**config.mk**
```make
export PLATFORM = sky130hd
export DESIGN_NAME = bmss_prep
export DESIGN_NICKNAME = d
export VERILOG_FILES = /design/src/bmss_pkg.sv /design/src/bmss_prep.sv
export SDC_FILE = /design/constraint.sdc
export NUM_CORES = 1
export LEC_CHECK = 0
export ABC_AREA = 1
export BUFFER_PORTS_ARGS = -buffer_cell sky130_fd_sc_hd__buf_2
export CORE_UTILIZATION = 50
export DETAILED_ROUTE_END_ITERATION = 6
export HOLD_SLACK_MARGIN = 0.03
export PLACE_DENSITY_LB_ADDON = 0.1
export SLEW_MARGIN = 5
export SYNTH_ARGS = -nofsm -noshare
export SYNTH_HDL_FRONTEND = slang
export SYNTH_SLANG_ARGS = --single-unit
```
**constraint.sdc**
```tcl
create_clock -name clk -period 5.8 [get_ports clk]
set_input_delay 1.45 -clock clk [delete_from_list [all_inputs] [get_ports clk]]
set_output_delay 1.45 -clock clk [all_outputs]
set_load 0.02 [all_outputs]
```
**src/bmss_pkg.sv**
```systemverilog
// Shared types and constants for the binary mask similarity score core.
package bmss_pkg;

	localparam int MASK_W  = 64;
	localparam int CNT_W   = 7;
	localparam int SCORE_W = 17;
	localparam int Q_W     = 17;
	localparam int DU_W    = 11;
	localparam int DEN_W   = 21;
	localparam int RHS_W   = 53;
	localparam int P_W     = 58;
	localparam int QD_W    = 40;
	localparam int LHS_W   = 60;

	localparam int CFG_IDX_W  = 2;
	localparam int CFG_DATA_W = 7;

	localparam logic [CFG_IDX_W-1:0] REG_SCORE_MODE   = 2'd0;
	localparam logic [CFG_IDX_W-1:0] REG_TISSUE_COUNT = 2'd1;

	localparam logic [SCORE_W-1:0] SCORE_HALF = 17'd32768;
	localparam logic [SCORE_W-1:0] SCORE_ZERO = 17'd0;

	typedef struct packed {
		logic [CNT_W-1:0] cnt_u;
		logic [CNT_W-1:0] cnt_v;
		logic [CNT_W-1:0] cnt_b;
	} bmss_cnt_t;

	// One item inside the bit-by-bit rounding search.
	// Mode 0 uses qd as q*m and den as m; mode 1 tracks q^2*den in p and q*den in qd.
	typedef struct packed {
		logic               mode;
		logic [Q_W-1:0]     q;
		logic [P_W-1:0]     p;
		logic [QD_W-1:0]    qd;
		logic [DEN_W-1:0]   den;
		logic [RHS_W-1:0]   rhs;
		logic               neg;
		logic               ovr;
		logic [SCORE_W-1:0] ovr_score;
		bmss_cnt_t          cnt;
	} bmss_srch_t;

endpackage

```
**src/bmss_prep.sv**
```systemverilog
// Two-stage setup of numerator, denominator and special cases for the search.
module bmss_prep (
	input  logic                   clk,
	input  logic                   arst_n,
	input  logic                   en,
	input  logic                   in_valid,
	input  bmss_pkg::bmss_cnt_t    cnt,
	input  logic [6:0]             n_eff,
	input  logic                   mode,
	output logic                   out_valid,
	output bmss_pkg::bmss_srch_t   srch
);
	import bmss_pkg::*;

	logic [13:0]       ncb, cucv, ncu, cuu, ncv, cvv, du14, dv14;
	logic signed [14:0] num;
	logic              degen;
	logic [CNT_W-1:0]  m;

	logic              vld_s4, vld_s5;
	logic [DU_W-1:0]   du_s4, dv_s4;
	logic signed [14:0] num_s4;
	logic              degen_s4, mode_s4;
	logic [CNT_W-1:0]  m_s4;
	bmss_cnt_t         cnt_s4;
	bmss_srch_t        srch_s5;

	logic [14:0]       anum15;
	logic [DU_W-1:0]   anum;
	logic [21:0]       den22, a2;
	bmss_srch_t        nxt;

	always_comb begin
		ncb  = 14'(n_eff) * 14'(cnt.cnt_b);
		cucv = 14'(cnt.cnt_u) * 14'(cnt.cnt_v);
		ncu  = 14'(n_eff) * 14'(cnt.cnt_u);
		cuu  = 14'(cnt.cnt_u) * 14'(cnt.cnt_u);
		ncv  = 14'(n_eff) * 14'(cnt.cnt_v);
		cvv  = 14'(cnt.cnt_v) * 14'(cnt.cnt_v);
		du14 = ncu - cuu;
		dv14 = ncv - cvv;
		num  = $signed({1'b0, ncb}) - $signed({1'b0, cucv});
		degen = (cnt.cnt_u == '0) || (cnt.cnt_u >= n_eff) ||
			(cnt.cnt_v == '0) || (cnt.cnt_v >= n_eff);
		m = (cnt.cnt_u > cnt.cnt_v) ? cnt.cnt_u : cnt.cnt_v;
	end

	always_comb begin
		anum15 = num_s4[14] ? 15'(-num_s4) : 15'(num_s4);
		anum   = anum15[DU_W-1:0];
		den22  = 22'(du_s4) * 22'(dv_s4);
		a2     = 22'(anum) * 22'(anum);
		nxt.mode = mode_s4;
		nxt.q    = '0;
		nxt.p    = '0;
		nxt.qd   = '0;
		nxt.neg  = num_s4[14];
		nxt.cnt  = cnt_s4;
		if (mode_s4) begin
			nxt.den       = den22[DEN_W-1:0];
			nxt.rhs       = {a2[20:0], 32'b0};
			nxt.ovr       = degen_s4;
			nxt.ovr_score = SCORE_HALF;
		end else begin
			nxt.den       = DEN_W'(m_s4);
			nxt.rhs       = RHS_W'(cnt_s4.cnt_b) << 17;
			nxt.ovr       = (m_s4 == '0);
			nxt.ovr_score = SCORE_ZERO;
		end
	end

	always_ff @(posedge clk or negedge arst_n) begin
		if (!arst_n) begin
			vld_s4 <= 1'b0;
			vld_s5 <= 1'b0;
		end else if (en) begin
			vld_s4 <= in_valid;
			vld_s5 <= vld_s4;
		end
	end

	always_ff @(posedge clk) begin
		if (en) begin
			du_s4    <= du14[DU_W-1:0];
			dv_s4    <= dv14[DU_W-1:0];
			num_s4   <= num;
			degen_s4 <= degen;
			mode_s4  <= mode;
			m_s4     <= m;
			cnt_s4   <= cnt;
			srch_s5  <= nxt;
		end
	end

	assign out_valid = vld_s5;
	assign srch      = srch_s5;

endmodule

```
==> metrics.md, run 1 <==
| Metric | Value |
|---|---|
| Residual DRC | 0 |
| Starting DRC count in detailed routing | 994 |
| Clock latency at the later pin of the worst-skew pair | 0.44 ns |
| R2R depth | 26 |
| Top FF cell, synth | edfxtp_1 |
| Reg2reg start | num_s4[1] |
| Reg-to-Reg End | srch[92] |
| Vias | 16800 |
| Die span in x | 217 um |
| Clk root buf | clkbuf_16 |
| Hold_buf cts | 0 |
| Die Y | 217 um |
| Maximum clock insertion buffer count | 2 |
| RSZ-0062 raised after global routing | yes |
| CP dominant cell by count | fa_1 |
| HP Class | flop to flop |
| Drt total wl | 52100 um |
| Max Fanout on Critical Path | 7 |
| Maxcap violations | 0 |
| Synthesized cell area | 0.0231 mm^2 |
| Final Hold Vio Count | 0 |
| Async SR Flop Fraction | 1.45% |
| Setup crit start kind | input pin |
| R2R setup slack | 0.20 ns |
| Max Slew Vio Count | 0 |
| Synth Area per Inst | 8.61 um^2 |
| Fin worst setup slack | 0.122 ns |
| Full die area | 0.0471 mm^2 |
| Initial core utilization | 50.8% |
| Headroom to the max-slew limit | 61.0% |
| Filler cells | 4169 |
| CTS H-tree lvls | 4 |
| Largest net degree at the start of global routing | 65 |
| Mapped Cells | 2683 |
| Final core occ | 56.9% |
| Vias/cell | 4.76 |
| WL per Instance | 14.7 um |
| Clock Skew | 0.0134 ns |
| Post-synthesis sequential area ratio | 17.9% |
| HPWL Detailed | 44400 um |
| Final setup fails | 0 |
| # nets final | 3558 |
| Port Buffers | 106 |
| Critical Path Slowest Stage Cell | fa_1 |
| Vias in the first global route | 17000 |
| Worst Hold Path EP | srch[19] |
| Maximum clock frequency | 0.176 GHz |
| Critical Path Max Stage Delay | 0.56 ns |
| Initial antenna violation count | 0 |
| Flops & latches, synth | 138 |
| Antenna Nets Post-Route | 0 |
| Status | completed |
| Global route overflow | 0 |
| Placed Cells | 3490 |
| Hold_sp | cnt_s4[19] |
| Worst path cell trace | buf_2 -> nand2_2 -> inv_2 -> buf_4 -> fa_1 -> fa_1 -> fa_1 -> fa_1 -> fa_1 -> inv_2 -> fa_1 -> ha_4 -> buf_6 -> a21oi_2 -> o211ai_1 -> xor2_1 |
| CP Data Arrival Time | 5.85 ns |
| Count of cell types in the netlist | 51 |
| Core area | 0.0455 mm^2 |
| Final Non-Filler Cells | 3534 |
| FP Rows | 78 |
| Global Route Usage Sum | 22.9% |
| Shortest period the worst path allows | 5.68 ns |
| P&R area growth vs syn | 12.0% |
| Worst Tran Pin Value | 0.585 ns |
| Ant diodes | 0 |
| TritonCTS clock tree | yes |
| Sink Count | 138 |
| Clk pin slew, worst setup/hold paths | 0.06 ns |
| First-pass GRT wire length | 85100 um |
| Final setup TNS | 0 ns |
| Critical Path End Type | flop |
| Total CTS buffers | 17 |
| IO Count | 264 |
| Crit share post-route | 97.9% |
| Layout cells sized above 1 | 15.8% |
| Hold Path Cell Cnt | 0 |
| Number of synthesized flops with an enable pin | 136 |
| Critical path required time | 5.97 ns |
| Setup WS pre-CTS | -0.449 ns |
| Synth Warn # | 0 |
| GPL Wtd Cong | 0.872 |
| Crit Path Class | input pin to flop |
| First drt pass iteration count | 5 |
-- critical path: cells and delay by family --
family                   cells  cell delay, ns
XOR/XNOR                     1            0.19
buffers and inverters        5            0.50
adder cells (fa/ha/maj)      7            3.40
AO/OA/AOI/OAI                2            0.21
AND/OR/NAND/NOR              1            0.09
-- per-stage QoR --
stage               hold WS [ns]  instance area, um^2
floorplan                  0.400                24100
global placement           0.402                24900
detailed placement         0.405                24900
CTS                        0.419                25500
global route               0.427                25900
finish                     0.421                25900
-- final cells by class --
| class | instances | area [um^2] | area share [%] |
|---|---|---|---|
| sequential | 138 | 4130 | 16.0 |
| multi-input combinational | 1786 | 15800 | 61.1 |
| clock inverter | 14 | 129 | 0.498 |
| inverter | 687 | 2580 | 9.97 |
| clock buffer | 18 | 439 | 1.70 |
| timing repair buffer | 291 | 2030 | 7.86 |
| tap | 600 | 751 | 2.90 |
-- layer usage --
layer  GRT usage [%]  vias up  share of wire, %
met2            38.8      392                48
li1                -     8210                 -
met3            1.90       73               3.7
met1            31.4     8149                46
met5               0        -                 0
met4            6.43        0               2.3
-- state kept, by name, indices dropped and copies added, names as in the netlist --
signal	cells
m_s4	7
dv_s4	11
cnt_s4	21
out_valid	1
mode_s4	1
degen_s4	1
num_s4	12
du_s4	11
vld_s4	1
srch	72
-- repair_timing --
action | in CTS | in global routing
buffers inserted | 0 | 13
resized for setup | 0 | 90
endpoints found under the setup margin | 0 | 24
-- logic make-up (layout without fill, tap and decap cells) --
kind of cell	after synthesis	after routing	share of synthesized area (%)
AOI/OAI and AO/OA	194	194	4.74
xor gates and xnor gates	63	63	2.60
adders and majority gates	604	604	43.0
buffers and inverters	919	1010	17.8
DFF	138	138	17.9
other	1	161	0.0162
and+or+nand+nor	764	764	13.9
-- cells in the mapped netlist, types with 3 or more instances --
library cell  count  area, um^2
nand3_1          42         210
clkbuf_1         52         195
or2_1             3        18.8
a21oi_1          95         475
nor4_1            5        31.3
o21a_1            6        45.0
a31oi_1           3        18.8
nor3_1           10        50.1
o211ai_1          6        45.0
xor2_1           35         307
a211oi_1          4        30.0
buf_1             8        30.0
nand2_1         536        2010
buf_6             7        78.8
ha_1            287        3590
o21ai_2           3        26.3
nand2_2          14        87.6
inv_2            11        41.3
o21ai_0          55         275
o21ai_1           3        15.0
nand2_4           8        90.1
fa_1            317        6350
nor2_4            3        33.8
edfxtp_1        136        4080
nor2_2           11        68.8
inv_1           676        2540
xor2_2            4        65.1
a21oi_2           3        26.3
buf_4           159        1190
nand3b_1          3        22.5
nand3_2           4        40.0
nand4_1          19         119
o31ai_1           3        22.5
xnor2_1          23         201
buf_2             5        25.0
o21bai_1          7        52.6
nor2_1          100         375
-- worst max path at each step --
stage,to,start,depth (start not counted),slack [ns]
2_1_floorplan,num_s4[10],cnt[20],22,-0.20
3_3_place_gp,dv_s4[8],cnt[9],23,-0.40
3_5_place_dp,du_s4[8],n_eff[1],18,-0.45
4_1_cts,du_s4[8],n_eff[1],18,0.03
5_1_grt,du_s4[10],cnt[17],19,-0.04
6_report,du_s4[9],cnt[20],16,0.12
-- cells in the final DEF (no fill, tap or decap), types with 4 or more instances in the layout --
cell / instances
nor2_2: 22
nor3_1: 10
inv_1: 670
nor2_4: 4
xor2_2: 4
clkbuf_4: 6
nand2_4: 10
buf_2: 90
nor2_1: 88
xor2_1: 35
nand2_2: 30
o21bai_1: 6
a21oi_1: 83
edfxtp_1: 136
conb_1: 161
nand4_1: 19
o211ai_1: 6
inv_8: 5
nand3_2: 7
nand2_1: 518
nand3_1: 39
inv_2: 17
a21oi_2: 15
clkbuf_16: 17
o21a_1: 6
clkinv_4: 4
o21ai_2: 5
buf_4: 181
ha_4: 14
o21ai_1: 6
ha_1: 271
o21ai_0: 50
nor4_1: 5
fa_1: 316
xnor2_1: 23
buf_6: 11
Power of run 1 is not shown: default switching activity piles up to over one toggle a cycle in this logic, so the estimate is an artifact.
==> inputs of run 2 (changes only) <==
--- a/config.mk
+++ b/config.mk
@@ -5,9 +5,8 @@
 export SDC_FILE = /design/constraint.sdc
 export NUM_CORES = 1
 export LEC_CHECK = 0
-export ABC_AREA = 1
 export BUFFER_PORTS_ARGS = -buffer_cell sky130_fd_sc_hd__buf_2
-export CORE_UTILIZATION = 50
+export CORE_UTILIZATION = 45
 export DETAILED_ROUTE_END_ITERATION = 6
 export HOLD_SLACK_MARGIN = 0.03
 export PLACE_DENSITY_LB_ADDON = 0.1
==> metrics.md, run 2 <==
| Metric | Value |
|---|---|
| Failing checks | negative setup slack |
| Synth top area share | 29.1% (+1.6 points) |
| Final core occ | 54.4% (-2.5 points) |
| Critical Path Slowest Stage Cell | or4_4 |
| Die Y | 222 um (+2.4%) |
| Mapped Cells | 2252 (-16%) |
| Hold_sp | cnt_s4[7] |
| HP Class | flop to flop |
| Critical path required time | 6.09 ns (+0.12 ns) |
| Clk root buf | clkbuf_16 |
| Worst path cell trace | or4_4 -> o31ai_4 -> xor2_2 -> or2_4 -> fa_2 -> inv_2 -> fa_1 -> inv_1 -> fa_1 -> fa_1 -> fa_1 -> inv_2 -> ha_4 -> and4_4 -> nor3b_4 -> nand4_1 -> nand4b_1 -> a2111oi_4 -> or3_1 -> a21oi_2 |
| CP dominant cell by count | fa_1 |
| Global Route Usage Sum | 21.0% (-1.9 points) |
| Max FFs per register | 72 (unchanged) |
| Sink Count | 138 (unchanged) |
| Headroom to the max-slew limit | 36.6% (-24 points) |
| Setup WS pre-CTS | -0.676 ns (-0.227 ns) |
| Maxcap violations | 0 (unchanged) |
| Commonest cells after routing, fill and taps aside | inv_1 (442), fa_1 (315), buf_4 (287) |
| Full die area | 0.0493 mm^2 (+4.8%) |
| Status | finished with violations |
| Drt total wl | 49900 um (-4.1%) |
| IO Count | 264 (unchanged) |
| TritonCTS clock tree | yes |
| Cell area after layout | 0.0260 mm^2 (+0.40%) |
| Initial core utilization | 45.6% (-5.1 points) |
| Hold Path Cell Cnt | 0 (unchanged) |
| GPL Wtd Cong | 0.912 (+4.6%) |
| Setup crit start kind | flop |
| Total CTS buffers | 17 (unchanged) |
| Vias | 15200 (-9.6%) |
| Count of cell types in the netlist | 55 (+7.8%) |
| Critical Path End Type | flop |
| Clk pin slew, worst setup/hold paths | 0.07 ns (about the same) |
| Port Buffers | 106 (unchanged) |
| Synthesized cell area | 0.0218 mm^2 (-5.6%) |
| Most common cell after layout, fill and taps aside | inv_1 |
| Core area | 0.0477 mm^2 (+5.0%) |
| Initial antenna violation count | 0 (unchanged) |
| Top FF cell, synth | edfxtp_1 |
| Fin worst setup slack | -0.245 ns (-0.367 ns) |
| Critical Path Max Stage Delay | 0.61 ns (+0.05 ns) |
| Worst Hold Path EP | srch[7] |
| Worst Tran Pin Value | 0.950 ns (+0.365 ns) |
| First-pass GRT wire length | 81200 um (-4.6%) |
| Async SR Flop Fraction | 1.45% (unchanged) |
| Top cells by count, synth | inv_1 (458), fa_1 (317), ha_1 (287), nand2_1 (234), buf_4 (158) |
| R2R depth | 20 (-23%) |
| Area post-placement | 0.0246 mm^2 (-1.3%) |
| Area leader, netlist | fa_1 |
| R2R setup slack | -0.24 ns (-0.44 ns) |
| Crit Path Class | flop to flop |
| Crit share post-route | 104% (+6.3 points) |
| Reg-to-Reg End | srch[92] |
| Final setup fails | 6 (+6) |
| Synth Area per Inst | 9.68 um^2 (+12%) |
| Global route overflow | 0 (unchanged) |
| Number of synthesized flops with an enable pin | 136 (unchanged) |
| HPWL Detailed | 41900 um (-5.6%) |
| Top cells by area, synth | fa_1 (29%), edfxtp_1 (19%), ha_1 (16%) |
| Clock Skew | 0.0120 ns (-0.00147 ns) |
| Vias in the first global route | 16100 (-4.9%) |
| Maximum clock insertion buffer count | 2 (unchanged) |
| Shortest period the worst path allows | 6.04 ns (+0.367 ns) |
| Maximum clock frequency | 0.165 GHz (-6.1%) |
| Flops & latches, synth | 138 (unchanged) |
| Die span in x | 222 um (+2.4%) |
| Synth Warn # | 0 (unchanged) |
| P&R area growth vs syn | 19.1% |
| # nets final | 3253 (-8.6%) |
| Max Fanout on Critical Path | 4 (-3) |
| Largest net degree at the start of global routing | 59 (-9.2%) |
| Max Slew Vio Count | 0 (unchanged) |
| First drt pass iteration count | 5 (unchanged) |
| Top-count cell post-synth | inv_1 |
| WL per Instance | 15.4 um (+4.4%) |
| Residual DRC | 0 (unchanged) |
| Clock latency at the later pin of the worst-skew pair | 0.46 ns (+0.02 ns) |
| Final Hold Vio Count | 0 (unchanged) |
| Post-synthesis sequential area ratio | 19.0% (+1.1 points) |
| Reg2reg start | num_s4[3] |
| CTS H-tree lvls | 4 (unchanged) |
| CP Data Arrival Time | 6.34 ns (+0.49 ns) |
| Ant diodes | 0 (unchanged) |
| Layout cells sized above 1 | 21.8% (+6.1 points) |
| FP Rows | 80 (+2.6%) |
| Starting DRC count in detailed routing | 585 (-41%) |
| Vias/cell | 4.69 (-1.5%) |
| RSZ-0062 raised after global routing | yes |
| Antenna Nets Post-Route | 0 (unchanged) |
-- run 2: cell types whose count changed after synthesis, moves of 32 or more --
cell / delta
nand3_1: -32
nor2_1: +38
a21oi_1: -46
and2_1: +91
nand2_1: -302
xnor2_1: +52
inv_1: -218
-- run 2: cell type report --
cell class,instances,area [um^2]
clock inverter,15,125
timing repair buffer,407,2960
multi-input combinational,1591,15800
tap,615,769
inverter,461,1750
clock buffer,17,425
sequential,138,4130
fill,4428,21800
-- run 2: through the flow --
stage | cells | hold slack (ns) | setup TNS, ns
CTS | 3222 | 0.413 | -0.726
finish | 3244 | 0.406 | -0.680
floorplan | 2412 | 0.400 | -0.841
global placement | 3179 | 0.403 | -9.44
detailed placement | 3179 | 0.405 | -11.23
global route | 3244 | 0.427 | -3.14
-- run 2: what timing repair did --
| action | in CTS | in global routing |
|---|---|---|
| gates resized for setup | 56 | 82 |
| pin swaps | 32 | 40 |
| buffers inserted | 11 | 22 |
| hold endpoints to repair | 0 | 0 |
| hold buffers | 0 | 0 |
| setup endpoints to repair | 17 | 26 |
-- run 2: kinds of logic after synthesis --
| kind of cell | count (synthesis) | share of synthesized area, % |
|---|---|---|
| adders and majority gates | 604 | 45.6 |
| and+or+nand+nor | 542 | 11.2 |
| buffers and inverters | 683 | 14.5 |
| xor gates and xnor gates | 99 | 4.01 |
| muxes | 18 | 0.890 |
| DFF | 138 | 19.0 |
| other | 1 | 0.0172 |
| AOI/OAI and AO/OA | 167 | 4.82 |
-- run 2: how the worst max path moves through the flow --
stage | start | end | slack [ns] | depth (start not counted)
after global placement | n_eff[1] | num_s4[14] | -0.56 | 19
after CTS | num_s4[3] | srch[92] | -0.32 | 20
after detailed placement | n_eff[2] | num_s4[14] | -0.68 | 20
final | num_s4[3] | srch[92] | -0.24 | 20
after global routing | num_s4[3] | srch[92] | -0.46 | 20
after floorplan | cnt[17] | num_s4[14] | -0.28 | 21
-- run 2: critical path: cells and delay by family (launching register included) --
family / cells / cell delay [ns]
AOI/OAI and AO/OA: 3 / 0.53
adders and majority gates: 6 / 2.77
buffers and inverters: 3 / 0.14
DFF: 1 / 0.38
xor gates and xnor gates: 1 / 0.14
and+or+nand+nor: 7 / 1.92
-- run 2: routing by layer --
metal	GRT usage, %	up-vias	part of all wire (%)
met1	27.5	7497	46
met2	35.7	284	49
met4	6.41	0	1.9
met5	0	-	0
met3	3.01	46	3.1
li1	-	7384	-
Power of run 2 is left out for the same reason.
