**config.mk**
```make
export PLATFORM = sky130hd
export DESIGN_NAME = bmss_popcnt
export DESIGN_NICKNAME = d
export VERILOG_FILES = /design/src/bmss_pkg.sv /design/src/bmss_popcnt.sv
export SDC_FILE = /design/constraint.sdc
export NUM_CORES = 1
export LEC_CHECK = 0
export BUFFER_PORTS_ARGS = -buffer_cell sky130_fd_sc_hd__clkbuf_2
export CAP_MARGIN = 20
export CORE_AREA = 2 2 181 183
export CTS_CLUSTER_DIAMETER = 120
export CTS_CLUSTER_SIZE = 25
export DETAILED_ROUTE_END_ITERATION = 16
export DIE_AREA = 0 0 183 185
export GPL_TIMING_DRIVEN = 0
export PLACE_DENSITY = 0.75
export RECOVER_POWER = 25
export SETUP_SLACK_MARGIN = 0.05
export SYNTH_ARGS = -nofsm -noshare
export SYNTH_HDL_FRONTEND = slang
export SYNTH_SLANG_ARGS = --single-unit
```
**constraint.sdc**
```tcl
create_clock -name clk -period 4.4 [get_ports clk]
set_clock_uncertainty 0.1 [all_clocks]
set_input_delay 0.44 -clock clk [delete_from_list [all_inputs] [get_ports clk]]
set_output_delay 0.44 -clock clk [all_outputs]
set_load 0.005 [all_outputs]
```
**src/bmss_pkg.sv**
```systemverilog
// Shared types and constants for the binary mask similarity score core.
package bmss_pkg;

	localparam int MASK_W  = 64;
	localparam int CNT_W   = 7;
	localparam int SCORE_W = 17;
	localparam int Q_W     = 17;
	localparam int DU_W    = 11;
	localparam int DEN_W   = 21;
	localparam int RHS_W   = 53;
	localparam int P_W     = 58;
	localparam int QD_W    = 40;
	localparam int LHS_W   = 60;

	localparam int CFG_IDX_W  = 2;
	localparam int CFG_DATA_W = 7;

	localparam logic [CFG_IDX_W-1:0] REG_SCORE_MODE   = 2'd0;
	localparam logic [CFG_IDX_W-1:0] REG_TISSUE_COUNT = 2'd1;

	localparam logic [SCORE_W-1:0] SCORE_HALF = 17'd32768;
	localparam logic [SCORE_W-1:0] SCORE_ZERO = 17'd0;

	typedef struct packed {
		logic [CNT_W-1:0] cnt_u;
		logic [CNT_W-1:0] cnt_v;
		logic [CNT_W-1:0] cnt_b;
	} bmss_cnt_t;

	// One item inside the bit-by-bit rounding search.
	// Mode 0 uses qd as q*m and den as m; mode 1 tracks q^2*den in p and q*den in qd.
	typedef struct packed {
		logic               mode;
		logic [Q_W-1:0]     q;
		logic [P_W-1:0]     p;
		logic [QD_W-1:0]    qd;
		logic [DEN_W-1:0]   den;
		logic [RHS_W-1:0]   rhs;
		logic               neg;
		logic               ovr;
		logic [SCORE_W-1:0] ovr_score;
		bmss_cnt_t          cnt;
	} bmss_srch_t;

endpackage

```
**src/bmss_popcnt.sv**
```systemverilog
// Three-stage masked popcount of u, v and u AND v.
module bmss_popcnt (
	input  logic                      clk,
	input  logic                      arst_n,
	input  logic                      en,
	input  logic                      in_valid,
	input  logic [63:0]               mask_u,
	input  logic [63:0]               mask_v,
	input  logic [6:0]                n_eff,
	output logic                      out_valid,
	output bmss_pkg::bmss_cnt_t       cnt
);
	import bmss_pkg::*;

	localparam int CHUNKS = MASK_W / 8;

	logic [MASK_W-1:0] vmask;
	logic [MASK_W-1:0] u_s1, v_s1, b_s1;
	logic [3:0]        cu_s2 [CHUNKS];
	logic [3:0]        cv_s2 [CHUNKS];
	logic [3:0]        cb_s2 [CHUNKS];
	logic              vld_s1, vld_s2, vld_s3;
	bmss_cnt_t         cnt_s3;
	logic [CNT_W-1:0]  su, sv, sb;

	always_comb begin
		for (int t = 0; t < MASK_W; t++) begin
			vmask[t] = (7'(t) < n_eff);
		end
	end

	always_comb begin
		su = '0;
		sv = '0;
		sb = '0;
		for (int k = 0; k < CHUNKS; k++) begin
			su = su + CNT_W'(cu_s2[k]);
			sv = sv + CNT_W'(cv_s2[k]);
			sb = sb + CNT_W'(cb_s2[k]);
		end
	end

	always_ff @(posedge clk or negedge arst_n) begin
		if (!arst_n) begin
			vld_s1 <= 1'b0;
			vld_s2 <= 1'b0;
			vld_s3 <= 1'b0;
		end else if (en) begin
			vld_s1 <= in_valid;
			vld_s2 <= vld_s1;
			vld_s3 <= vld_s2;
		end
	end

	always_ff @(posedge clk) begin
		if (en) begin
			u_s1 <= mask_u & vmask;
			v_s1 <= mask_v & vmask;
			b_s1 <= mask_u & mask_v & vmask;
			for (int k = 0; k < CHUNKS; k++) begin
				cu_s2[k] <= 4'($countones(u_s1[8*k +: 8]));
				cv_s2[k] <= 4'($countones(v_s1[8*k +: 8]));
				cb_s2[k] <= 4'($countones(b_s1[8*k +: 8]));
			end
			cnt_s3.cnt_u <= su;
			cnt_s3.cnt_v <= sv;
			cnt_s3.cnt_b <= sb;
		end
	end

	assign out_valid = vld_s3;
	assign cnt       = cnt_s3;

endmodule

```
==> summary by stage, run 1 <==
Synth
The mapped cell area is around 18000 µm². The number of nets handed over by synthesis was ~1700. Summed over its instances, the top area cell type makes up 52.5% of the synthesized netlist area. The leading area contributor after synthesis is sky130_fd_sc_hd__edfxtp_1. Synthesis produced roughly 1300 cells.

The count of flip-flops with a built-in enable after synthesis is between 300 and 400. In this run the mean area of a mapped cell was between 10 and 15 µm². After synthesis, the share of flip-flops with an asynchronous set or reset is 0.962%.

The top flip-flop cell by instance count after synthesis is sky130_fd_sc_hd__edfxtp_1. In the post-synthesis netlist, the biggest area contributors are sky130_fd_sc_hd__edfxtp_1, sky130_fd_sc_hd__fa_1, sky130_fd_sc_hd__inv_1. The post-synthesis register bit count is ~310.

The number of different library cells used by synthesis comes to 40. The fraction of the yosys area taken by sequential cells is a little over half. For this run, the number of Yosys warnings is 0.

STA
The number of max-slew violations in the final report is 196. Dividing the final minimum period by the clock period gives around nine tenths. The final count of hold timing violations came to 0.

The total setup violations reported at the end of the flow is 0. The tightest slew margin relative to the limit is -64.0%. The final worst-path setup slack is approximately 380 ps. The pin slew with the least headroom to its limit is around 2500 ps.

The shortest clock period the worst path allows after layout is ~4000 ps. Based on the critical path, the design can be clocked at up to between 200 and 250 MHz. Setup repair after global routing left no endpoint under its margin.

Routing
In the routed design, unresolved DRC markers number 0. Summed over all layers, the routed wires come to 36000 µm. The count of nets left with antenna violations once routing finished came out at 0.

The average routed wire per standard cell is 18.6 µm. The starting DRC count in detailed routing is 776. The vias per cell is between 5 and 6. The total via count in the routed design is about 10000. The length of the first detailed-routing pass in iterations is 5.

Hold path
The worst hold-check path type is in -> reg.

Finish
The share of post-route cells with drive strength above 1 is around an eighth. The most common cell after layout, fill and taps aside is sky130_fd_sc_hd__inv_1. The signed area change from the synthesized netlist to the final layout is 10.2%. The number of nets in the final layout is roughly 1900. The final design area excluding fillers is 19500 µm². The top cell types in the final layout, fill and taps aside, are sky130_fd_sc_hd__inv_1, sky130_fd_sc_hd__edfxtp_1, sky130_fd_sc_hd__fa_1.

Floorplanning
After floorplanning, the core was sized to cover 32000 µm². The floorplan step defined a die boundary enclosing between 30000 and 40000 µm². The starting utilization of the core area is between 50% and 60%.

The horizontal die dimension is 183 µm. The number of I/O pins is 161. The initialized floorplan defines between 60 and 70 standard-cell rows.

The die is 185 µm tall.

Critical path
Along the worst path, the maximum fanout reaches 2. Data on the critical path is required at its endpoint by around 4600 ps. Counting both buffers and inverters, the worst setup path holds a total of 2. The worst setup path is captured at a flip-flop. The signal on the critical path passes through fa_1 > inv_1 > fa_1 > fa_1 > fa_1 > inv_1 > ha_1 > fa_1 > a21o_1 > a21o_1. The launching element type of the critical path is a flip-flop. For this run, the slowest stage of the critical path takes 550 ps. In this design, the critical path's most frequently occurring cell is sky130_fd_sc_hd__fa_1. On the critical path the largest part of the delay comes from adder cells.

The worst path arrival time is 4170 ps. The critical path is of the reg -> reg type. Among all stages on the critical path, the largest delay is contributed by sky130_fd_sc_hd__fa_1.

Place
Once detailed placement completed, the half-perimeter wirelength came to 28600 µm. The placement-stage cell area is around 19000 µm². Buffers placed on the I/O ports in this run total around 160.

The setup slack at placement is around 380 ps. The congestion estimate from routability-driven global placement came to slightly below 0.9.

Power and ir drop
For this design the static power due to leakage is a little under 9 nW. For this design the ratio of total power to cell area is about 770 nW/µm². The maximum vdd ir drop is 0.949 mV.

Global routing
The pin count of the biggest net entering global routing is about 120. The global-route wire length before repair is 55500 µm. The number of antenna violations at the first check in global routing is 3. For this run the aggregate overflow at the end of global routing stands at 0. The number of global-route vias before repair was roughly 10000. The total routing usage reported by global routing is between 20 and 25%.

Outcome
The checks that failed: max-capacitance violations, max-slew violations. The flow ran to the end, but the final reports show violations.

Clocking
The clock net sink count is 312. For the worst-skew pair, the clock arrives at the later sink with an insertion delay of approximately 520 ps. The total number of H-tree levels is 1.

The tree is rooted in a sky130_fd_sc_hd__clkbuf_16. The CTS tree is done. In this run the deepest clock path goes through 3 buffers.

The number of buffers inserted during clock tree synthesis is 16. The clock edge transition at the registers on the reported setup and hold paths is 100 ps.

Run
The tool flagged a number of max-cap violations equal to 2.
[path summary, 6_finish.rpt]
path,startpoint,to,slack [ps],cells past startpoint
worst max-delay path,cb_s2[0][2]$_DFFE_PP_,cnt[6]$_DFFE_PP_,380,10
worst min-delay path,in_valid,vld_s1$_DFFE_PN0P_,50,2
worst max register to register,cb_s2[0][2]$_DFFE_PP_,cnt[6]$_DFFE_PP_,380,10
worst min register to register,vld_s2$_DFFE_PN0P_,vld_s2$_DFFE_PN0P_,410,1
max in group asynchronous,arst_n,vld_s1$_DFFE_PN0P_,3900,2
min in group asynchronous,arst_n,out_valid$_DFFE_PN0P_,150,2
[area by class of cell]
| type | instances | area [µm²] |
|---|---|---|
| fill | 2481 | 12600 |
| sequential | 312 | 9350 |
| multi-input combinational | 637 | 6850 |
| inverter | 374 | 1400 |
| timing repair buffer | 161 | 831 |
| tap | 408 | 510 |
| clock buffer | 22 | 444 |
| buffer | 14 | 68.8 |
| clock inverter | 1 | 16.3 |
| antenna | 1 | 2.50 |
[Yosys cell counts (all sizes together) (4+ instances only)]
master / count
inv: 374
nor2: 11
and3: 52
buf: 11
ha: 93
nand2: 19
a21o: 11
o21ai: 26
xnor2: 19
xor2: 11
a21boi: 9
fa: 165
and2: 101
nor3: 5
edfxtp: 309
a22oi: 4
nor2b: 46
a21oi: 42
[power breakdown]
part,switching [W],leakage [nW],internal (W)
Combinational,0.00467,5.61,0.00372
Sequential,0.000238,3.06,0.00463
Clock,0.000941,0.222,0.000720
[metrics by stage]
step	setup TNS, ps	util [%]	total power, W	std cells	hold WS (ps)
after global placement	-644230	59.2	0.0132	1902	135
after CTS	0	61.0	0.0151	1929	36.1
final	0	60.8	0.0149	1930	50.0
after floorplan	0	-	0.0109	1337	44.4
after global routing	0	60.8	0.0166	1929	45.1
after detailed placement	0	59.5	0.0134	1905	139
[sequential cells by signal, summed over array words and instances, names as in the netlist]
name / flops
cv_s2: 32
out_valid: 1
b_s1: 64
cnt: 21
cu_s2: 32
u_s1: 64
cb_s2: 32
vld_s1: 1
vld_s2: 1
v_s1: 64
[worst reg2reg max path, delay by kind of cell (launching register included)]
family	cells	cell delay [ps]
adder cells (fa/ha/maj)	6	2710
AO/OA/AOI/OAI	2	390
flip-flops	1	430
buffers and inverters	2	110
[metal layers]
layer  GRT usage, %  up-vias  wire length [µm]
li1               -     4595                 -
met1           29.6     4937             14600
met2           36.7      387             17100
met3           4.74       55              3090
met4           7.01        4              1220
met5              0        -                26
[kinds of logic after synthesis]
logic type / after synthesis / synth area share, %
compound gates: 99 / 3.26
xor+xnor: 30 / 1.49
fa+ha+maj: 258 / 25.3
buf+inv: 388 / 8.35
flops: 312 / 52.9
mux: 3 / 0.191
simple gates: 247 / 8.53
[what timing repair did]
item,in CTS,in global routing
setup buffers,0,0
hold buffers,1,0
resized for setup,0,0
setup endpoints to repair,0,0
hold endpoints to repair,3,0
Note: power is estimated with default switching activity, not from simulation.
==> run 2, diff against run 1 <==
--- a/config.mk
+++ b/config.mk
@@ -7,13 +7,15 @@
 export LEC_CHECK = 0
 export BUFFER_PORTS_ARGS = -buffer_cell sky130_fd_sc_hd__clkbuf_2
 export CAP_MARGIN = 20
-export CORE_AREA = 2 2 181 183
+export CELL_PAD_IN_SITES_DETAIL_PLACEMENT = 0
+export CELL_PAD_IN_SITES_GLOBAL_PLACEMENT = 1
+export CORE_AREA = 2 2 192 194
 export CTS_CLUSTER_DIAMETER = 120
 export CTS_CLUSTER_SIZE = 25
 export DETAILED_ROUTE_END_ITERATION = 16
-export DIE_AREA = 0 0 183 185
+export DIE_AREA = 0 0 194 196
 export GPL_TIMING_DRIVEN = 0
-export PLACE_DENSITY = 0.75
+export PLACE_DENSITY_LB_ADDON = 0.1
 export RECOVER_POWER = 25
 export SETUP_SLACK_MARGIN = 0.05
 export SYNTH_ARGS = -nofsm -noshare
==> summary by stage, run 2 (same netlist as run 1, synthesis figures left out) <==
Critical path
The launching element type of the critical path is a flip-flop. The worst path arrival time was 4170 ps (about the same). The highest fanout seen on the critical path is 2 (unchanged).

The required time of the critical path came to 4570 ps (+20 ps). Broken down by cell family, the worst path's largest delay share belongs to adder cells. The largest stage delay on the critical path was 550 ps (about the same). Traced cell by cell, the critical path runs through inv_1 > fa_1 > inv_1 > fa_1 > fa_1 > inv_1 > fa_1 > inv_1 > ha_1 > fa_1 > a21o_1 > a21o_1. The slowest library cell on the worst path is sky130_fd_sc_hd__fa_1. The most numerous cell type found on the critical path is sky130_fd_sc_hd__fa_1. The start-to-end type of the worst setup path is reg -> reg. The element type at the critical path end is a flip-flop. The number of buffer and inverter instances along the worst setup path was 4 (+2).

Routing
The length of the first detailed-routing pass in iterations is 5 (unchanged). The average routed wire per standard cell is 18.7 µm (+0.44%). The total via count in the routed design is 9689 (-2.9%). The starting DRC count in detailed routing is 550 (-29%). The detailed-route wire length is 37300 µm (+3.6%). The post-route DRC violation count is 0 (unchanged). The post-detailed-route count of antenna-violating nets is 0 (unchanged). The vias per cell was 4.87 (-5.8%).

Global routing
The global-route wire length before repair was 57000 µm (+2.8%). The total routing usage reported by global routing is 20.3% (-1.9 points). The global routing met1 resource utilization is 28.9% (-0.73 points). The number of antenna violations at the first check in global routing was 1 (-2). In this run the most used layer during global routing was met2.

The number of global-route vias before repair is 10100 (-3.5%). The global-route track usage on met3 came to 2.85% (-1.9 points). The pin count of the biggest net entering global routing is 93 (-22%).

The global-route track usage on met2 is 34.1% (-2.6 points). The sum of overflow across all layers after global routing was 0 (unchanged).

Place
The number of placed instances, taps included was 1965 (+3.1%). The weighted congestion reported at the end of routability-driven placement was 0.809 (-9.3%). The number of port buffers was 157 (unchanged). The placed wire-length estimate after detailed placement is 29900 µm (+4.5%).

Clocking
The total number of H-tree levels is 1 (unchanged). The deepest clock path buffer count is 3 (unchanged). The CTS tree is done. The clock edge transition at the registers on the reported setup and hold paths is 100 ps (about the same). The number of cells upsized or downsized after cts is 0 (unchanged). The insertion delay to the later sink of the worst-skew pair is 520 ps (about the same).

The number of buffers inserted during clock tree synthesis is 16 (unchanged). The clock net sink count was 312 (unchanged). The CTS root buffer is sky130_fd_sc_hd__clkbuf_16.

STA
The pin slew with the least headroom to its limit is 2860 ps (+397 ps). The maximum operating frequency was 250 MHz (+0.38%). The tightest slew margin relative to the limit was -90.4% (-26 points). The final count of hold timing violations is 0 (unchanged). The total negative slack for setup checks is 0 ps (unchanged). The post-route fraction of the period consumed by the critical path is 90.9% (-0.35 points). The number of max-slew violations in the final report came to 53 (-73%). Setup repair after global routing left no endpoint under its margin.

The total setup violations reported at the end of the flow came to 0 (unchanged). The shortest clock period the worst path allows after layout is 4000 ps (-15.4 ps).

Floorplanning
The area of the die came to 38000 µm² (+12%). The site row count is 70 (+6.1%). The number of I/O pins is 161 (unchanged). The horizontal die dimension is 194 µm (+6.0%). The area inside the core boundary is 36100 µm² (+13%). The starting utilization of the core area was 49.0% (-6.2 points).

The vertical die dimension came to 196 µm (+5.9%).

Finish
The number of nets in the final layout was 1913 (unchanged). In the final layout, the registers with the most flip-flops are b_s1 (64), u_s1 (64), v_s1 (64). The share of the core filled with cells in the final layout is 54.2% (-6.6 points). The final standard cell count with taps included and fillers excluded is 1990 (+3.1%).

Leaving out fill and tap cells, the most frequent cells in the layout are sky130_fd_sc_hd__inv_1, sky130_fd_sc_hd__edfxtp_1, sky130_fd_sc_hd__fa_1. The number of antenna repair diodes is 0 (-1). The share of post-route cells with drive strength above 1 came to 12.5% (-0.40 points).

The most common cell after layout, fill and taps aside is sky130_fd_sc_hd__inv_1. The area growth from synthesis to layout is 10.6%.

Hold path
The worst hold-check path type is in -> reg.

Run
The count of maximum capacitance violations is 1 (-1).

Power and ir drop
The total power per unit cell area is 748 nW/µm² (-2.3%). The leakage power is 8.89 nW (about the same). The maximum vdd ir drop is 0.904 mV (-4.8%).

Outcome
The flow ran to the end, but the final reports show violations. The final reports fail on max-capacitance violations, max-slew violations.
## run 2: power breakdown
group | switching, W | internal (W)
Combinational | 0.00448 | 0.00363
Clock | 0.000941 | 0.000723
Sequential | 0.000225 | 0.00463
Total | 0.00565 | 0.00898
## run 2: area by class of cell
type / instances / area (µm²)
Sequential cell: 312 / 9350
Inverter: 374 / 1400
Buffer: 14 / 60.1
Clock inverter: 1 / 16.3
Tap cell: 468 / 586
Fill cell: 3139 / 16500
Multi-Input combinational cell: 637 / 6830
Timing Repair Buffer: 161 / 855
Clock buffer: 23 / 448
## run 2: layer usage
metal | wire length [µm] | part of all wire [%]
met1 | 16700 | 45
met5 | 0 | 0
met4 | 488 | 1.3
met2 | 18100 | 49
met3 | 1900 | 5.1
## run 2: worst paths after layout
check / endpoint / from / slack, ps / cells after the start
min in group asynchronous: vld_s1$_DFFE_PN0P_ / arst_n / 170 / 2
min reg2reg: vld_s2$_DFFE_PN0P_ / vld_s1$_DFFE_PN0P_ / 410 / 1
min: vld_s1$_DFFE_PN0P_ / in_valid / 70 / 2
max: cnt[20]$_DFFE_PP_ / cu_s2[1][2]$_DFFE_PP_ / 400 / 12
max in group asynchronous: vld_s2$_DFFE_PN0P_ / arst_n / 3890 / 2
max reg2reg: cnt[20]$_DFFE_PP_ / cu_s2[1][2]$_DFFE_PP_ / 400 / 12
## run 2: what timing repair did
item	4_1_cts	5_1_grt
buffers inserted	0	0
hold buffers	1	0
hold endpoints to repair	3	0
## run 2: through the flow
stage	instance area, µm²	power [W]	hold WS, ps	worst slack [ps]
2_1_floorplan	17700	0.0109	44.4	576
3_3_place_gp	19000	0.0132	138	-2510
3_5_place_dp	19100	0.0132	140	388
4_1_cts	19600	0.0150	48.0	381
5_1_grt	19500	0.0165	41.8	196
6_report	19500	0.0146	68.7	400
==> run 3, diff against run 2 <==
--- a/config.mk
+++ b/config.mk
@@ -5,7 +5,7 @@
 export SDC_FILE = /design/constraint.sdc
 export NUM_CORES = 1
 export LEC_CHECK = 0
-export BUFFER_PORTS_ARGS = -buffer_cell sky130_fd_sc_hd__clkbuf_2
+export BUFFER_PORTS_ARGS = -buffer_cell sky130_fd_sc_hd__buf_2
 export CAP_MARGIN = 20
 export CELL_PAD_IN_SITES_DETAIL_PLACEMENT = 0
 export CELL_PAD_IN_SITES_GLOBAL_PLACEMENT = 1
@@ -21,3 +21,4 @@
 export SYNTH_ARGS = -nofsm -noshare
 export SYNTH_HDL_FRONTEND = slang
 export SYNTH_SLANG_ARGS = --single-unit
+export TNS_END_PERCENT = 1
==> constraint.sdc (replaced) <==
create_clock -name clk -period 3.8 [get_ports clk]
set_clock_uncertainty 0.1 [all_clocks]
set_input_delay 0.38 -clock clk [delete_from_list [all_inputs] [get_ports clk]]
set_output_delay 0.38 -clock clk [all_outputs]
set_load 0.005 [all_outputs]
==> summary by stage, run 3 (same netlist as run 1, synthesis figures left out) <==
Routing
The sum of routed wire segments on met1 is 17300 µm (+3.2%). The detailed-route wire length came to 37400 µm (+0.40%). The met2 layer wire length in the routed design is 17500 µm (-3.6%). The starting DRC count in detailed routing is 535 (-2.7%). The total via count in the routed design is 9666 (-0.24%). The average routed wire per standard cell was 18.8 µm (+0.20%). The length of the first detailed-routing pass in iterations is 5 (unchanged). The routed length on met3 is 1840 µm (-3.1%). The post-route DRC violation count is 0 (unchanged). The vias per cell is 4.85 (-0.44%).

The post-detailed-route count of antenna-violating nets is 0 (unchanged). The top metal layer carrying routed signals is met4.

Global routing
The number of global-route vias before repair came to 10200 (+0.90%). The global-route wire length before repair is 57400 µm (+0.59%). The pin count of the biggest net entering global routing is 127 (+37%).

The number of antenna violations at the first check in global routing is 0 (-1). The sum of overflow across all layers after global routing is 0 (unchanged). The total routing usage reported by global routing is 20.4% (+0.075 points).

Critical path
Traced cell by cell, the critical path runs through inv_2 > fa_1 > inv_2 > fa_1 > fa_1 > inv_1 > fa_1 > inv_1 > ha_2 > fa_2 > a21o_1 > a21o_1. The worst setup path is of the reg -> reg kind. In this design, the critical path's most frequently occurring cell is sky130_fd_sc_hd__fa_1.

The largest stage delay on the critical path was 550 ps (about the same). The register-to-register path setup slack is 30 ps (-370 ps). The worst path arrival time came to 3940 ps (-230 ps).

The element type at the critical path end is a flip-flop. The highest fanout seen on the critical path is 2 (unchanged). The required time of the critical path is 3970 ps (-600 ps).

The slowest library cell on the worst path is sky130_fd_sc_hd__fa_1. The launching element type of the critical path is a flip-flop.

STA
Setup repair after global routing could not meet its margin everywhere. The tightest slew margin relative to the limit was -32.2% (+58 points). The final count of hold timing violations is 0 (unchanged).

The total setup violations reported at the end of the flow is 0 (unchanged). The total negative slack for setup checks is 0 ps (unchanged). The pin slew with the least headroom to its limit is 1980 ps (-874 ps). The maximum operating frequency is 265 MHz (+6.0%). The post-route fraction of the period consumed by the critical path is 99.3% (+8.4 points). The number of max-slew violations in the final report is 78 (+47%).

The final worst-path setup slack is 26.7 ps (-373 ps). The shortest clock period the worst path allows after layout was 3770 ps (-227 ps). The worst hold slack across all endpoints was 44.5 ps (-24.3 ps).

Place
The weighted congestion reported at the end of routability-driven placement is 0.849 (+5.0%). The placed wire-length estimate after detailed placement is 29800 µm (-0.49%). The number of placed instances, taps included is 1964 (-0.051%). The setup slack at placement is -156 ps (-544 ps).

The number of port buffers came to 157 (unchanged).

Run
The count of maximum capacitance violations was 1 (unchanged).

Clocking
The deepest clock path buffer count is 3 (unchanged). The clock net sink count came to 312 (unchanged). The insertion delay to the later sink of the worst-skew pair is 520 ps (about the same).

The CTS tree is done. CTS placed an instance of sky130_fd_sc_hd__clkbuf_16 at the clock tree root. The clock edge transition at the registers on the reported setup and hold paths is 100 ps (about the same). The number of buffers inserted during clock tree synthesis was 16 (unchanged).

The total number of H-tree levels is 1 (unchanged).

Finish
In the layout the commonest cells are sky130_fd_sc_hd__inv_1, sky130_fd_sc_hd__edfxtp_1, sky130_fd_sc_hd__buf_2, sky130_fd_sc_hd__fa_1, sky130_fd_sc_hd__and2_1. Compared with the post-synthesis result, the final layout area differs by 11.0%. The final standard cell count with taps included and fillers excluded is 1994 (+0.20%).

The share of post-route cells with drive strength above 1 was 14.2% (+1.7 points). The number of nets in the final layout is 1916 (+0.16%). The count of filler cells inserted in the layout is 3129 (-0.32%). In the final layout, the registers with the most flip-flops are b_s1 (64), u_s1 (64), v_s1 (64).

The most common cell after layout, fill and taps aside is sky130_fd_sc_hd__inv_1.

Floorplanning
The number of I/O pins is 161 (unchanged). The horizontal die dimension came to 194 µm (unchanged). The site row count came to 70 (unchanged). The starting utilization of the core area was 49.0% (unchanged). The area inside the core boundary is 36100 µm² (unchanged). The vertical die dimension is 196 µm (unchanged). The area of the die is 38000 µm² (unchanged).

Power and ir drop
The net load switching power is 0.00693 W (+23%). The part of the total power dissipated in combinational logic was 57.6% (+2.2 points). The total power per unit cell area was 911 nW/µm² (+22%). The total chip power came to 0.0179 W (+22%). The fraction of power consumed by the clock network is 10.8% (-0.6 points). The internal power of the cells came to 0.0109 W (+22%). The portion of total power attributed to sequential cells is 31.6% (-1.6 points). The switching part of the total power is 38.8% (+0.18 points). The maximum vdd ir drop came to 1.26 mV (+39%).

The leakage power is 8.85 nW (-0.38%).

Outcome
The flow ran to the end, but the final reports show violations. The final reports fail on max-capacitance violations, max-slew violations.

Hold path
The worst hold-check path type is in -> reg.
run 3: final cells by class:
type / instances / area [µm²] / area share [%]
sequential: 312 / 9350 / 47.7
multi-input combinational: 637 / 6860 / 35.0
inverter: 374 / 1400 / 7.16
timing repair buffer: 164 / 881 / 4.49
tap: 468 / 586 / 2.99
clock buffer: 23 / 448 / 2.28
buffer: 14 / 60.1 / 0.306
clock inverter: 1 / 16.3 / 0.0829
antenna: 1 / 2.50 / 0.0128
run 3: worst paths after layout:
path / start / endpoint / cells after the start
max in group asynchronous: arst_n / vld_s1$_DFFE_PN0P_ / 2
max: cu_s2[1][2]$_DFFE_PP_ / cnt[20]$_DFFE_PP_ / 12
min reg2reg: vld_s2$_DFFE_PN0P_ / out_valid$_DFFE_PN0P_ / 1
max reg2reg: cu_s2[1][2]$_DFFE_PP_ / cnt[20]$_DFFE_PP_ / 12
min in group asynchronous: arst_n / out_valid$_DFFE_PN0P_ / 2
min: mask_v[24] / v_s1[24]$_DFFE_PP_ / 2
run 3: per-layer routing:
metal  up-vias  global-route usage [%]
met3        35                    2.49
met4         0                    5.05
met2       228                    32.7
met1      4806                    29.9
met5         -                       0
li1       4597                       -
run 3: through the flow:
| stage | utilization, % | instance area, µm² |
|---|---|---|
| 2_1_floorplan | - | 17700 |
| 6_report | 54.3 | 19600 |
| 4_1_cts | 54.4 | 19600 |
| 5_1_grt | 54.3 | 19600 |
| 3_3_place_gp | 52.8 | 19100 |
| 3_5_place_dp | 53.0 | 19100 |
run 3: power by group through the flow:
stage | combinational (W) | clock [W] | sequential [W]
after floorplan | 0.00702 | 0 | 0.00564
after global placement | 0.00967 | 0 | 0.00574
after detailed placement | 0.00986 | 0 | 0.00573
after CTS | 0.0104 | 0.00199 | 0.00566
after global routing | 0.0122 | 0.00210 | 0.00572
final | 0.0103 | 0.00193 | 0.00564
run 3: worst max-delay path, delay by kind of cell (launching register included):
| kind | cells | cell delay, ps |
|---|---|---|
| flip-flops | 1 | 360 |
| buffers and inverters | 4 | 190 |
| adder cells (fa/ha/maj) | 6 | 2530 |
| AO/OA/AOI/OAI | 2 | 350 |
run 3: timing repair:
action | CTS | global route
gates resized for setup | 14 | 9
gates cloned | 0 | 0
hold buffers | 2 | 0
endpoints found under the hold margin | 4 | 0
endpoints found under the setup margin | 10 | 10
pin swaps | 28 | 14
setup buffers | 3 | 0
